<file path="src/rtl/core/quicksort_pivot_trace_core_assert.svh">
// ----------------------------------------------------------------------------
// quicksort pivot trace assertion macros
// concurrent assertion helpers, compiled out when ASSERT_OFF is defined
// ----------------------------------------------------------------------------
`ifndef QUICKSORT_PIVOT_TRACE_CORE_ASSERT_SVH
`define QUICKSORT_PIVOT_TRACE_CORE_ASSERT_SVH

`ifndef ASSERT_OFF

// same-cycle implication
`define QSPT_ASSERT_IMPL(label, clk, rst, ante, cons) \
   label: assert property (@(posedge clk) disable iff (rst) (ante) |-> (cons)) \
      else $error("qspt assertion failed");

// next-cycle implication
`define QSPT_ASSERT_NEXT(label, clk, rst, ante, cons) \
   label: assert property (@(posedge clk) disable iff (rst) (ante) |=> (cons)) \
      else $error("qspt assertion failed");

`else

`define QSPT_ASSERT_IMPL(label, clk, rst, ante, cons)
`define QSPT_ASSERT_NEXT(label, clk, rst, ante, cons)

`endif

`endif

</file>
<file path="src/rtl/core/qspt_pkg.sv">
// ----------------------------------------------------------------------------
// qspt_pkg
// shared sizes and controller/datapath command and status types
// ----------------------------------------------------------------------------
package qspt_pkg;

   // store depth and derived widths
   localparam int MAX_N  = 32;
   localparam int ADDR_W = $clog2(MAX_N);
   localparam int CNT_W  = $clog2(MAX_N + 1);
   localparam int DATA_W = 32;

   // element store read source
   typedef enum logic [2:0] {
      RD_NONE,
      RD_LO,
      RD_I,
      RD_J,
      RD_K
   } rd_op_type;

   // element store write source
   typedef enum logic [2:0] {
      WR_NONE,
      WR_LOAD,
      WR_I_RD,
      WR_J_AI,
      WR_LO_RD,
      WR_J_PV
   } wr_op_type;

   // range stack push source
   typedef enum logic [1:0] {
      PUSH_NONE,
      PUSH_ROOT,
      PUSH_RIGHT,
      PUSH_LEFT
   } push_op_type;

   // result register load
   typedef enum logic [1:0] {
      OUT_NONE,
      OUT_PIVOT,
      OUT_VALUE
   } out_op_type;

   // one stacked subrange
   typedef struct packed {
      logic [CNT_W-1:0] len;
      logic [CNT_W-1:0] lo;
   } range_type;

   // controller to datapath
   typedef struct packed {
      rd_op_type   rd_op;
      wr_op_type   wr_op;
      push_op_type push_op;
      out_op_type  out_op;
      logic        pop;
      logic        set_range;
      logic        set_pv;
      logic        set_ai;
      logic        inc_i;
      logic        dec_j;
      logic        set_j_last;
      logic        set_p_j;
      logic        clr_p;
      logic        clr_k;
      logic        inc_k;
      logic        clr_run;
   } cmd_type;

   // datapath to controller
   typedef struct packed {
      logic sp_zero;
      logic n_ge2;
      logic i_ge_n;
      logic rd_ge_pv;
      logic j_lt_i;
      logic j_gt_i;
      logic out_free;
      logic k_last;
   } status_type;

endpackage

</file>
<file path="src/rtl/core/qspt_dpath.sv">
// ----------------------------------------------------------------------------
// qspt_dpath
// element store, range stack, scan indexes and result register
// ----------------------------------------------------------------------------
module qspt_dpath (
   input  logic                                clock,
   input  logic                                reset,
   input  qspt_pkg::cmd_type                   cmd,
   output qspt_pkg::status_type                status,
   input  logic signed [qspt_pkg::DATA_W-1:0]  req_value_in,
   input  logic                                rsp_stall,
   output logic                                rsp_valid,
   output logic                                rsp_kind,
   output logic signed [qspt_pkg::DATA_W-1:0]  rsp_data_out,
   output logic                                rsp_end_of_run
);

   localparam int AW = qspt_pkg::ADDR_W;
   localparam int CW = qspt_pkg::CNT_W;
   localparam int DW = qspt_pkg::DATA_W;

   // memories
   logic [DW-1:0]             store_mem [qspt_pkg::MAX_N];
   qspt_pkg::range_type       stack_mem [qspt_pkg::MAX_N];

   // control registers
   logic [CW-1:0]             count_ff, count_in;
   logic [CW-1:0]             sp_ff, sp_in;
   logic                      rsp_valid_ff, rsp_valid_in;

   // payload registers
   logic [CW-1:0]             lo_ff, n_ff, i_ff, j_ff, p_ff, k_ff;
   logic signed [DW-1:0]      pv_ff, ai_ff, rd_data_ff;
   qspt_pkg::range_type       stk_rd_ff;
   logic                      rsp_kind_ff;
   logic signed [DW-1:0]      rsp_data_ff;
   logic                      rsp_end_ff;

   // address and data selection
   logic [CW-1:0]             addr_lo_i, addr_lo_j, sp_dec;
   logic                      rd_en, wr_en, push_en;
   logic [AW-1:0]             rd_addr, wr_addr;
   logic [DW-1:0]             wr_data;
   qspt_pkg::range_type       push_entry;
   logic                      full, sp_full;

   assign addr_lo_i = lo_ff + i_ff;
   assign addr_lo_j = lo_ff + j_ff;
   assign sp_dec    = sp_ff - CW'(1);
   assign full      = (count_ff == CW'(qspt_pkg::MAX_N));
   assign sp_full   = (sp_ff == CW'(qspt_pkg::MAX_N));

   // read address
   always_comb begin
      rd_en   = 1'b1;
      rd_addr = '0;
      unique case (cmd.rd_op)
         qspt_pkg::RD_LO: rd_addr = lo_ff[AW-1:0];
         qspt_pkg::RD_I:  rd_addr = addr_lo_i[AW-1:0];
         qspt_pkg::RD_J:  rd_addr = addr_lo_j[AW-1:0];
         qspt_pkg::RD_K:  rd_addr = k_ff[AW-1:0];
         default:         rd_en   = 1'b0;
      endcase
   end

   // write address and data
   always_comb begin
      wr_en   = 1'b1;
      wr_addr = '0;
      wr_data = '0;
      unique case (cmd.wr_op)
         qspt_pkg::WR_LOAD: begin
            wr_en   = !full;
            wr_addr = count_ff[AW-1:0];
            wr_data = req_value_in;
         end
         qspt_pkg::WR_I_RD: begin
            wr_addr = addr_lo_i[AW-1:0];
            wr_data = rd_data_ff;
         end
         qspt_pkg::WR_J_AI: begin
            wr_addr = addr_lo_j[AW-1:0];
            wr_data = ai_ff;
         end
         qspt_pkg::WR_LO_RD: begin
            wr_addr = lo_ff[AW-1:0];
            wr_data = rd_data_ff;
         end
         qspt_pkg::WR_J_PV: begin
            wr_addr = addr_lo_j[AW-1:0];
            wr_data = pv_ff;
         end
         default: wr_en = 1'b0;
      endcase
   end

   // push entry, empty ranges are skipped
   always_comb begin
      push_entry = '0;
      unique case (cmd.push_op)
         qspt_pkg::PUSH_ROOT: begin
            push_entry.lo  = '0;
            push_entry.len = count_ff;
         end
         qspt_pkg::PUSH_RIGHT: begin
            push_entry.lo  = lo_ff + p_ff + CW'(1);
            push_entry.len = n_ff - p_ff - CW'(1);
         end
         qspt_pkg::PUSH_LEFT: begin
            push_entry.lo  = lo_ff;
            push_entry.len = p_ff;
         end
         default: push_entry = '0;
      endcase
      push_en = (cmd.push_op != qspt_pkg::PUSH_NONE) && (push_entry.len != '0) && !sp_full;
   end

   // element store, registered read
   always_ff @(posedge clock) begin
      if (wr_en) begin
         store_mem[wr_addr] <= wr_data;
      end
      if (rd_en) begin
         rd_data_ff <= store_mem[rd_addr];
      end
   end

   // range stack, registered read on pop
   always_ff @(posedge clock) begin
      if (push_en) begin
         stack_mem[sp_ff[AW-1:0]] <= push_entry;
      end
      if (cmd.pop) begin
         stk_rd_ff <= stack_mem[sp_dec[AW-1:0]];
      end
   end

   // element count and stack pointer
   always_comb begin
      count_in = count_ff;
      if (cmd.clr_run) begin
         count_in = '0;
      end else if (cmd.wr_op == qspt_pkg::WR_LOAD && !full) begin
         count_in = count_ff + CW'(1);
      end
      priority if (cmd.clr_run) begin
         sp_in = '0;
      end else if (push_en) begin
         sp_in = sp_ff + CW'(1);
      end else if (cmd.pop) begin
         sp_in = sp_dec;
      end else begin
         sp_in = sp_ff;
      end
   end

   // result register handshake
   always_comb begin
      rsp_valid_in = rsp_valid_ff;
      if (cmd.out_op != qspt_pkg::OUT_NONE) begin
         rsp_valid_in = 1'b1;
      end else if (!rsp_stall) begin
         rsp_valid_in = 1'b0;
      end
   end

   always_ff @(posedge clock) begin
      if (reset) begin
         count_ff     <= '0;
         sp_ff        <= '0;
         rsp_valid_ff <= 1'b0;
      end else begin
         count_ff     <= count_in;
         sp_ff        <= sp_in;
         rsp_valid_ff <= rsp_valid_in;
      end
   end

   // scan indexes and captured words
   always_ff @(posedge clock) begin
      if (cmd.set_range) begin
         lo_ff <= stk_rd_ff.lo;
         n_ff  <= stk_rd_ff.len;
         i_ff  <= CW'(1);
         j_ff  <= stk_rd_ff.len - CW'(1);
      end else begin
         if (cmd.inc_i) begin
            i_ff <= i_ff + CW'(1);
         end
         if (cmd.set_j_last) begin
            j_ff <= n_ff - CW'(1);
         end else if (cmd.dec_j) begin
            j_ff <= j_ff - CW'(1);
         end
      end
      if (cmd.set_pv) begin
         pv_ff <= rd_data_ff;
      end
      if (cmd.set_ai) begin
         ai_ff <= rd_data_ff;
      end
      if (cmd.clr_p) begin
         p_ff <= '0;
      end else if (cmd.set_p_j) begin
         p_ff <= j_ff;
      end
      if (cmd.clr_k) begin
         k_ff <= '0;
      end else if (cmd.inc_k) begin
         k_ff <= k_ff + CW'(1);
      end
   end

   // result payload
   always_ff @(posedge clock) begin
      unique case (cmd.out_op)
         qspt_pkg::OUT_PIVOT: begin
            rsp_kind_ff <= 1'b0;
            rsp_data_ff <= {{(DW-CW){1'b0}}, p_ff};
            rsp_end_ff  <= 1'b0;
         end
         qspt_pkg::OUT_VALUE: begin
            rsp_kind_ff <= 1'b1;
            rsp_data_ff <= rd_data_ff;
            rsp_end_ff  <= status.k_last;
         end
         default: begin
         end
      endcase
   end

   // status to controller
   always_comb begin
      status.sp_zero  = (sp_ff == '0);
      status.n_ge2    = (n_ff >= CW'(2));
      status.i_ge_n   = (i_ff >= n_ff);
      status.rd_ge_pv = (rd_data_ff >= pv_ff);
      status.j_lt_i   = (j_ff < i_ff);
      status.j_gt_i   = (j_ff > i_ff);
      status.out_free = !rsp_valid_ff || !rsp_stall;
      status.k_last   = (k_ff == count_ff - CW'(1));
   end

   assign rsp_valid      = rsp_valid_ff;
   assign rsp_kind       = rsp_kind_ff;
   assign rsp_data_out   = rsp_data_ff;
   assign rsp_end_of_run = rsp_end_ff;

endmodule

</file>
<file path="src/rtl/core/qspt_ctrl.sv">
// ----------------------------------------------------------------------------
// qspt_ctrl
// sequencer for load, partition, range stack walk and sorted readout
// ----------------------------------------------------------------------------
module qspt_ctrl (
   input  logic                 clock,
   input  logic                 reset,
   input  logic                 req_valid,
   input  logic                 req_is_last,
   output logic                 req_stall,
   input  qspt_pkg::status_type status,
   output qspt_pkg::cmd_type    cmd
);

   typedef enum logic [4:0] {
      ST_IDLE,
      ST_ROOT,
      ST_POP,
      ST_RANGE,
      ST_CHECK,
      ST_PIVOT,
      ST_SCAN_I,
      ST_I_DATA,
      ST_SCAN_J,
      ST_J_DATA,
      ST_SWAP,
      ST_FIN_RD,
      ST_FIN_DATA,
      ST_FIN_WR,
      ST_EMIT,
      ST_PUSH_R,
      ST_PUSH_L,
      ST_OUT_RD,
      ST_OUT_DATA
   } state_type;

   state_type state_ff, state_in;

   // items are taken only between runs
   assign req_stall = (state_ff != ST_IDLE);

   // next state and datapath commands
   always_comb begin
      state_in       = state_ff;
      cmd            = '0;
      cmd.rd_op      = qspt_pkg::RD_NONE;
      cmd.wr_op      = qspt_pkg::WR_NONE;
      cmd.push_op    = qspt_pkg::PUSH_NONE;
      cmd.out_op     = qspt_pkg::OUT_NONE;
      unique case (state_ff)
         ST_IDLE: begin
            if (req_valid) begin
               cmd.wr_op = qspt_pkg::WR_LOAD;
               if (req_is_last) begin
                  state_in = ST_ROOT;
               end
            end
         end
         ST_ROOT: begin
            cmd.push_op = qspt_pkg::PUSH_ROOT;
            state_in    = ST_POP;
         end
         ST_POP: begin
            if (status.sp_zero) begin
               cmd.clr_k = 1'b1;
               state_in  = ST_OUT_RD;
            end else begin
               cmd.pop  = 1'b1;
               state_in = ST_RANGE;
            end
         end
         ST_RANGE: begin
            cmd.set_range = 1'b1;
            state_in      = ST_CHECK;
         end
         ST_CHECK: begin
            if (status.n_ge2) begin
               cmd.rd_op = qspt_pkg::RD_LO;
               state_in  = ST_PIVOT;
            end else begin
               cmd.clr_p = 1'b1;
               state_in  = ST_EMIT;
            end
         end
         ST_PIVOT: begin
            cmd.set_pv = 1'b1;
            state_in   = ST_SCAN_I;
         end
         // left scan, runs off the end into the last slot
         ST_SCAN_I: begin
            if (status.i_ge_n) begin
               cmd.set_j_last = 1'b1;
               state_in       = ST_FIN_RD;
            end else begin
               cmd.rd_op = qspt_pkg::RD_I;
               state_in  = ST_I_DATA;
            end
         end
         ST_I_DATA: begin
            cmd.set_ai = 1'b1;
            if (status.rd_ge_pv) begin
               state_in = ST_SCAN_J;
            end else begin
               cmd.inc_i = 1'b1;
               state_in  = ST_SCAN_I;
            end
         end
         // right scan, crossing ends the partition
         ST_SCAN_J: begin
            if (status.j_lt_i) begin
               state_in = ST_FIN_RD;
            end else begin
               cmd.rd_op = qspt_pkg::RD_J;
               state_in  = ST_J_DATA;
            end
         end
         ST_J_DATA: begin
            if (status.j_gt_i && !status.rd_ge_pv) begin
               cmd.wr_op = qspt_pkg::WR_I_RD;
               state_in  = ST_SWAP;
            end else begin
               cmd.dec_j = 1'b1;
               state_in  = ST_SCAN_J;
            end
         end
         ST_SWAP: begin
            cmd.wr_op = qspt_pkg::WR_J_AI;
            cmd.inc_i = 1'b1;
            state_in  = ST_SCAN_I;
         end
         // pivot swap into its final slot
         ST_FIN_RD: begin
            cmd.rd_op = qspt_pkg::RD_J;
            state_in  = ST_FIN_DATA;
         end
         ST_FIN_DATA: begin
            cmd.wr_op = qspt_pkg::WR_LO_RD;
            state_in  = ST_FIN_WR;
         end
         ST_FIN_WR: begin
            cmd.wr_op   = qspt_pkg::WR_J_PV;
            cmd.set_p_j = 1'b1;
            state_in    = ST_EMIT;
         end
         ST_EMIT: begin
            if (status.out_free) begin
               cmd.out_op = qspt_pkg::OUT_PIVOT;
               state_in   = ST_PUSH_R;
            end
         end
         // right part first so the left part pops next
         ST_PUSH_R: begin
            cmd.push_op = qspt_pkg::PUSH_RIGHT;
            state_in    = ST_PUSH_L;
         end
         ST_PUSH_L: begin
            cmd.push_op = qspt_pkg::PUSH_LEFT;
            state_in    = ST_POP;
         end
         // sorted readout
         ST_OUT_RD: begin
            cmd.rd_op = qspt_pkg::RD_K;
            state_in  = ST_OUT_DATA;
         end
         ST_OUT_DATA: begin
            if (status.out_free) begin
               cmd.out_op = qspt_pkg::OUT_VALUE;
               if (status.k_last) begin
                  cmd.clr_run = 1'b1;
                  state_in    = ST_IDLE;
               end else begin
                  cmd.inc_k = 1'b1;
                  state_in  = ST_OUT_RD;
               end
            end
         end
         default: state_in = ST_IDLE;
      endcase
   end

   // state register
   always_ff @(posedge clock) begin
      if (reset) begin
         state_ff <= ST_IDLE;
      end else begin
         state_ff <= state_in;
      end
   end

endmodule

</file>
<file path="src/rtl/core/quicksort_pivot_trace_core.sv">
// ----------------------------------------------------------------------------
// quicksort_pivot_trace_core
// Loading: one cycle per transaction; the transaction marked last starts the sort.
// Sort: the root range is pushed, then ranges are popped until the stack is empty; a
// single word emits its pivot at once, a longer range is partitioned (one read port).
// Readout: sorted words are read out in order, held by result stalls, and the next run
// is taken the cycle after the last word enters the result register.
// Reset clears the sequencer, element count, stack pointer and result valid.
// ----------------------------------------------------------------------------
`include "quicksort_pivot_trace_core_assert.svh"

module quicksort_pivot_trace_core (
   input  logic                                clock,
   input  logic                                reset,
   input  logic                                req_valid,
   output logic                                req_stall,
   input  logic signed [qspt_pkg::DATA_W-1:0]  req_value_in,
   input  logic                                req_is_last,
   output logic                                rsp_valid,
   input  logic                                rsp_stall,
   output logic                                rsp_kind,
   output logic signed [qspt_pkg::DATA_W-1:0]  rsp_data_out,
   output logic                                rsp_end_of_run
);

   qspt_pkg::cmd_type    cmd;
   qspt_pkg::status_type status;

   // sequencer
   qspt_ctrl u_ctrl (
      .clock       (clock),
      .reset       (reset),
      .req_valid   (req_valid),
      .req_is_last (req_is_last),
      .req_stall   (req_stall),
      .status      (status),
      .cmd         (cmd)
   );

   // storage and result register
   qspt_dpath u_dpath (
      .clock          (clock),
      .reset          (reset),
      .cmd            (cmd),
      .status         (status),
      .req_value_in   (req_value_in),
      .rsp_stall      (rsp_stall),
      .rsp_valid      (rsp_valid),
      .rsp_kind       (rsp_kind),
      .rsp_data_out   (rsp_data_out),
      .rsp_end_of_run (rsp_end_of_run)
   );

   // a last transaction always starts a sort
   `QSPT_ASSERT_NEXT(a_last_starts_sort, clock, reset, req_valid && !req_stall && req_is_last, req_stall)

   // pivot records never close a run
   `QSPT_ASSERT_IMPL(a_pivot_not_end, clock, reset, rsp_valid && !rsp_kind, !rsp_end_of_run)

   // a pending pivot record means the sort is still running
   `QSPT_ASSERT_IMPL(a_pivot_in_sort, clock, reset, rsp_valid && !rsp_kind, req_stall)

endmodule

</file>
<file path="config.mk">
export PLATFORM = sky130hd
export DESIGN_NAME = quicksort_pivot_trace_core
export DESIGN_NICKNAME = d
export VERILOG_FILES = /design/src/rtl/core/qspt_pkg.sv /design/src/rtl/core/qspt_dpath.sv /design/src/rtl/core/qspt_ctrl.sv /design/src/rtl/core/quicksort_pivot_trace_core.sv
export VERILOG_INCLUDE_DIRS = /design/src /design/src/rtl/core
export SDC_FILE = /design/constraint.sdc
export NUM_CORES = 2
export LEC_CHECK = 0
export ABC_AREA = 1
export BUFFER_PORTS_ARGS = -buffer_cell sky130_fd_sc_hd__buf_4
export CAP_MARGIN = 20
export CORE_MARGIN = 3
export CORE_UTILIZATION = 40
export CTS_BUF_LIST = sky130_fd_sc_hd__clkbuf_16
export DETAILED_ROUTE_END_ITERATION = 12
export REMOVE_ABC_BUFFERS = 1
export SYNTH_ARGS = -nofsm -noshare
export SYNTH_HDL_FRONTEND = slang
export SYNTH_SLANG_ARGS = --single-unit
</file>
<file path="constraint.sdc">
create_clock -name clock -period 6.09 [get_ports clock]
set_input_delay 0.609 -clock clock [delete_from_list [all_inputs] [get_ports clock]]
set_output_delay 0.609 -clock clock [all_outputs]
set_load 0.005 [all_outputs]
</file>
==> impl_metrics.ini <==
[timing]
fmax_ghz = 0.190
period_minus_slack_ns = 5.26
tightestPinTransition_ns = 1.09
hold_violations = 0
rsz0062_at_grt = false
tns_ns = 0
skew_ns = 0.0585
setup_viol = 0
maxSlewViolCount = 0
slew_headroom = 0.274
min_period_over_period = 0.863

[grt]
first_global_vias = 42600
grt_usage = 0.213
gr-total-overflow = 0
grt_max_degree = 199
grt_pass1_wl_mm = 277
antenna_found_initial = 3

[clock_tree]
ctsResizeCount = 0
cts-root-buf = clkbuf_16
clk_latency_ns = 0.81
htreeDepth = 4
post_cts_buffers = 0
cts_tree = done
ctsLongestPathBuffers = 3
clk_pin_slew_ns = 0.06
numClockSinks = 1570
hold_buffers = 1
cts_made_buffers = 167

[setup_path]
cp.required_ns = 6.57
crit_cells = 14
worstPathCellList = ha_1 -> nand2_1 -> nor2_1 -> nand4_1 -> nor2_1 -> nand2_1 -> nand3_1 -> nand2_1 -> nor2_1 -> nand3_1 -> nand4_1 -> nand3_1 -> nor2_4 -> buf_12
worstSetupStartpointType = flop
critPathTopFamily = simple AND/OR/NAND/NOR gates
criticalPathCategory = reg2reg
worstRegToRegCells = 14
crit_path_max_fanout = 23
max_stage_delay_ns = 0.69
arrival_ns = 5.74
cp_num_buf_inv = 1
end_kind = flop
critical_path.slowest_cell = nor2_4
r2r_slack_ns = 0.83

[pwr]
power_frac_seq = 0.510
p_switching_mw = 5.84
power_frac_clock = 0.402
power_density_nw_per_um2 = 311
p_comb_frac = 0.088
power.internal_mw = 17.9
ir_worst_vdd_mv = 0.296
swShare = 0.246
power_leakage_nw = 29.0

[hold_path]
whs_path_depth = 3
worst_hold_path_type = in2reg

[floorplanning]
core_um2 = 167000
io-pin-count = 73
row_count = 150
die_height_um = 417
initial_utilization = 0.403
die_w_um = 417
die_area_um2 = 174000

[final_layout]
multi_input_area_um2 = 16500
final_common_cell = edfxtp_1
fin_area_um2 = 76500
drive_gt1_frac = 0.0897
areaGrowthSynthToFinish_pct = 13.2
final_cell_mix = edfxtp_1 (1534), nand2_1 (1159), inv_1 (822)
fillCellCount = 15100
fin_nets = 6098
ff_latch_area_um2 = 46800

[synthesis]
yosysTopAreaCell = edfxtp_1
synthTopCellsByArea = edfxtp_1 (68%), nand2_1 (6.5%), inv_1 (4.3%)
synth_area_per_cell_um2 = 11.4
yosysSeqAreaShare = 0.693
synth_cells = 5902
async_flop_share = 0
ys_types = 45
synth_edf_count = 1534
ys_ff_latch = 1570
yosys.area.top_type_share = 0.682
yosys_warnings = 0
netlist_area_um2 = 67500
synth-main-ff-cell = edfxtp_1

[detailed_routing]
ant_nets = 0
drcViolationCount = 0
vias_per_cell = 5.38
num_vias = 44700
wl_mm = 188
wl_per_cell_um = 22.6
drt_iter0_drc = 5040
first_pass_iters = 5

[place]
io_buffers = 72
place_area_um2 = 71200
gp_congestion = 0.878
dp_hpwl_mm = 105

[job]
drv_cap = 0

[run_status]
status = finished clean
-- worst min-delay path, delay by kind of cell --
kind,cells,cell delay (ns)
compound gates,1,0.08
simple gates,1,0.14
buf+inv,1,0.12
-- stage by stage --
stage | util | total power [mW] | setup WS [ns] | hold WS (ns) | std cells
floorplan | - | 13.6 | -16.62 | 0.400 | 5568
global placement | 0.425 | 14.4 | 0.935 | 0.404 | 8007
detailed placement | 0.425 | 14.4 | 0.882 | 0.410 | 8008
CTS | 0.456 | 23.9 | 0.868 | 0.232 | 8311
global route | 0.457 | 24.5 | 0.572 | 0.256 | 8323
finish | 0.457 | 23.7 | 0.832 | 0.285 | 8323
-- worst paths after layout --
kind                               startpoint                             endpoint
min reg2reg    u_dpath.stk_rd_ff[3]$_DFFE_PP_           u_dpath.lo_ff[3]$_DFFE_PP_
max reg2reg  u_dpath.rd_data_ff[21]$_DFFE_PN_  u_dpath.store_mem[28][19]$_DFFE_PP_
max          u_dpath.rd_data_ff[21]$_DFFE_PN_  u_dpath.store_mem[28][19]$_DFFE_PP_
min                          req_value_in[21]   u_dpath.store_mem[6][21]$_DFFE_PP_
-- cells by family after synthesis --
group / share of synthesized area
adders and majority gates: 0.0145
buffers and inverters: 0.0686
xor gates and xnor gates: 0.00389
AOI/OAI and AO/OA: 0.0819
DFF: 0.693
and+or+nand+nor: 0.139
-- cell usage after synthesis (36+ instances only) --
cell,number
inv_1,781
clkbuf_1,145
o21ai_0,282
nand4_1,110
o22ai_1,54
o21ai_1,153
o221ai_1,47
nand3_1,566
a21oi_1,61
nor2_1,296
nand2_1,1162
edfxtp_1,1534
ha_1,72
dfxtp_1,36
o211ai_1,249
buf_2,116
-- per-layer routing --
metal / wire (um) / vias up / global-route usage
met4: 8910 / 0 / 0.101
met1: 79300 / 21800 / 0.289
li1: - / 20800 / -
met5: 0 / - / 0
met2: 86500 / 1710 / 0.337
met3: 13000 / 391 / 0.0298
-- cell type report --
cell class              count  area share
flip-flops and latches   1570       0.612
multi-input cells        3205       0.216
clock buffers             168      0.0550
inverters                 793      0.0392
well taps                2204      0.0361
repair buffers            248      0.0297
clock inverters           134      0.0125
diodes                      1   0.0000327
-- registers in the layout, indices dropped and copies added, names as in the netlist, 6 cells and up --
signal / count
u_dpath.store_mem: 1024
u_dpath.rd_data_ff: 32
u_dpath.count_ff: 6
u_dpath.ai_ff: 32
u_dpath.pv_ff: 32
u_dpath.stack_mem: 352
u_dpath.i_ff: 6
u_dpath.k_ff: 6
u_dpath.p_ff: 6
u_dpath.rsp_data_out: 32
u_dpath.sp_ff: 6
u_dpath.stk_rd_ff: 11
u_dpath.n_ff: 6
u_dpath.j_ff: 6
-- power by group through the flow --
stage,Sequential (mW),Combinational (mW),Clock (mW)
final,12.1,2.10,9.54
after floorplan,12.3,1.25,0
after detailed placement,12.3,2.08,0
after global placement,12.3,2.04,0
after global routing,12.1,2.31,10.1
after CTS,12.1,2.08,9.73
Note: power is estimated with default switching activity, not from simulation.
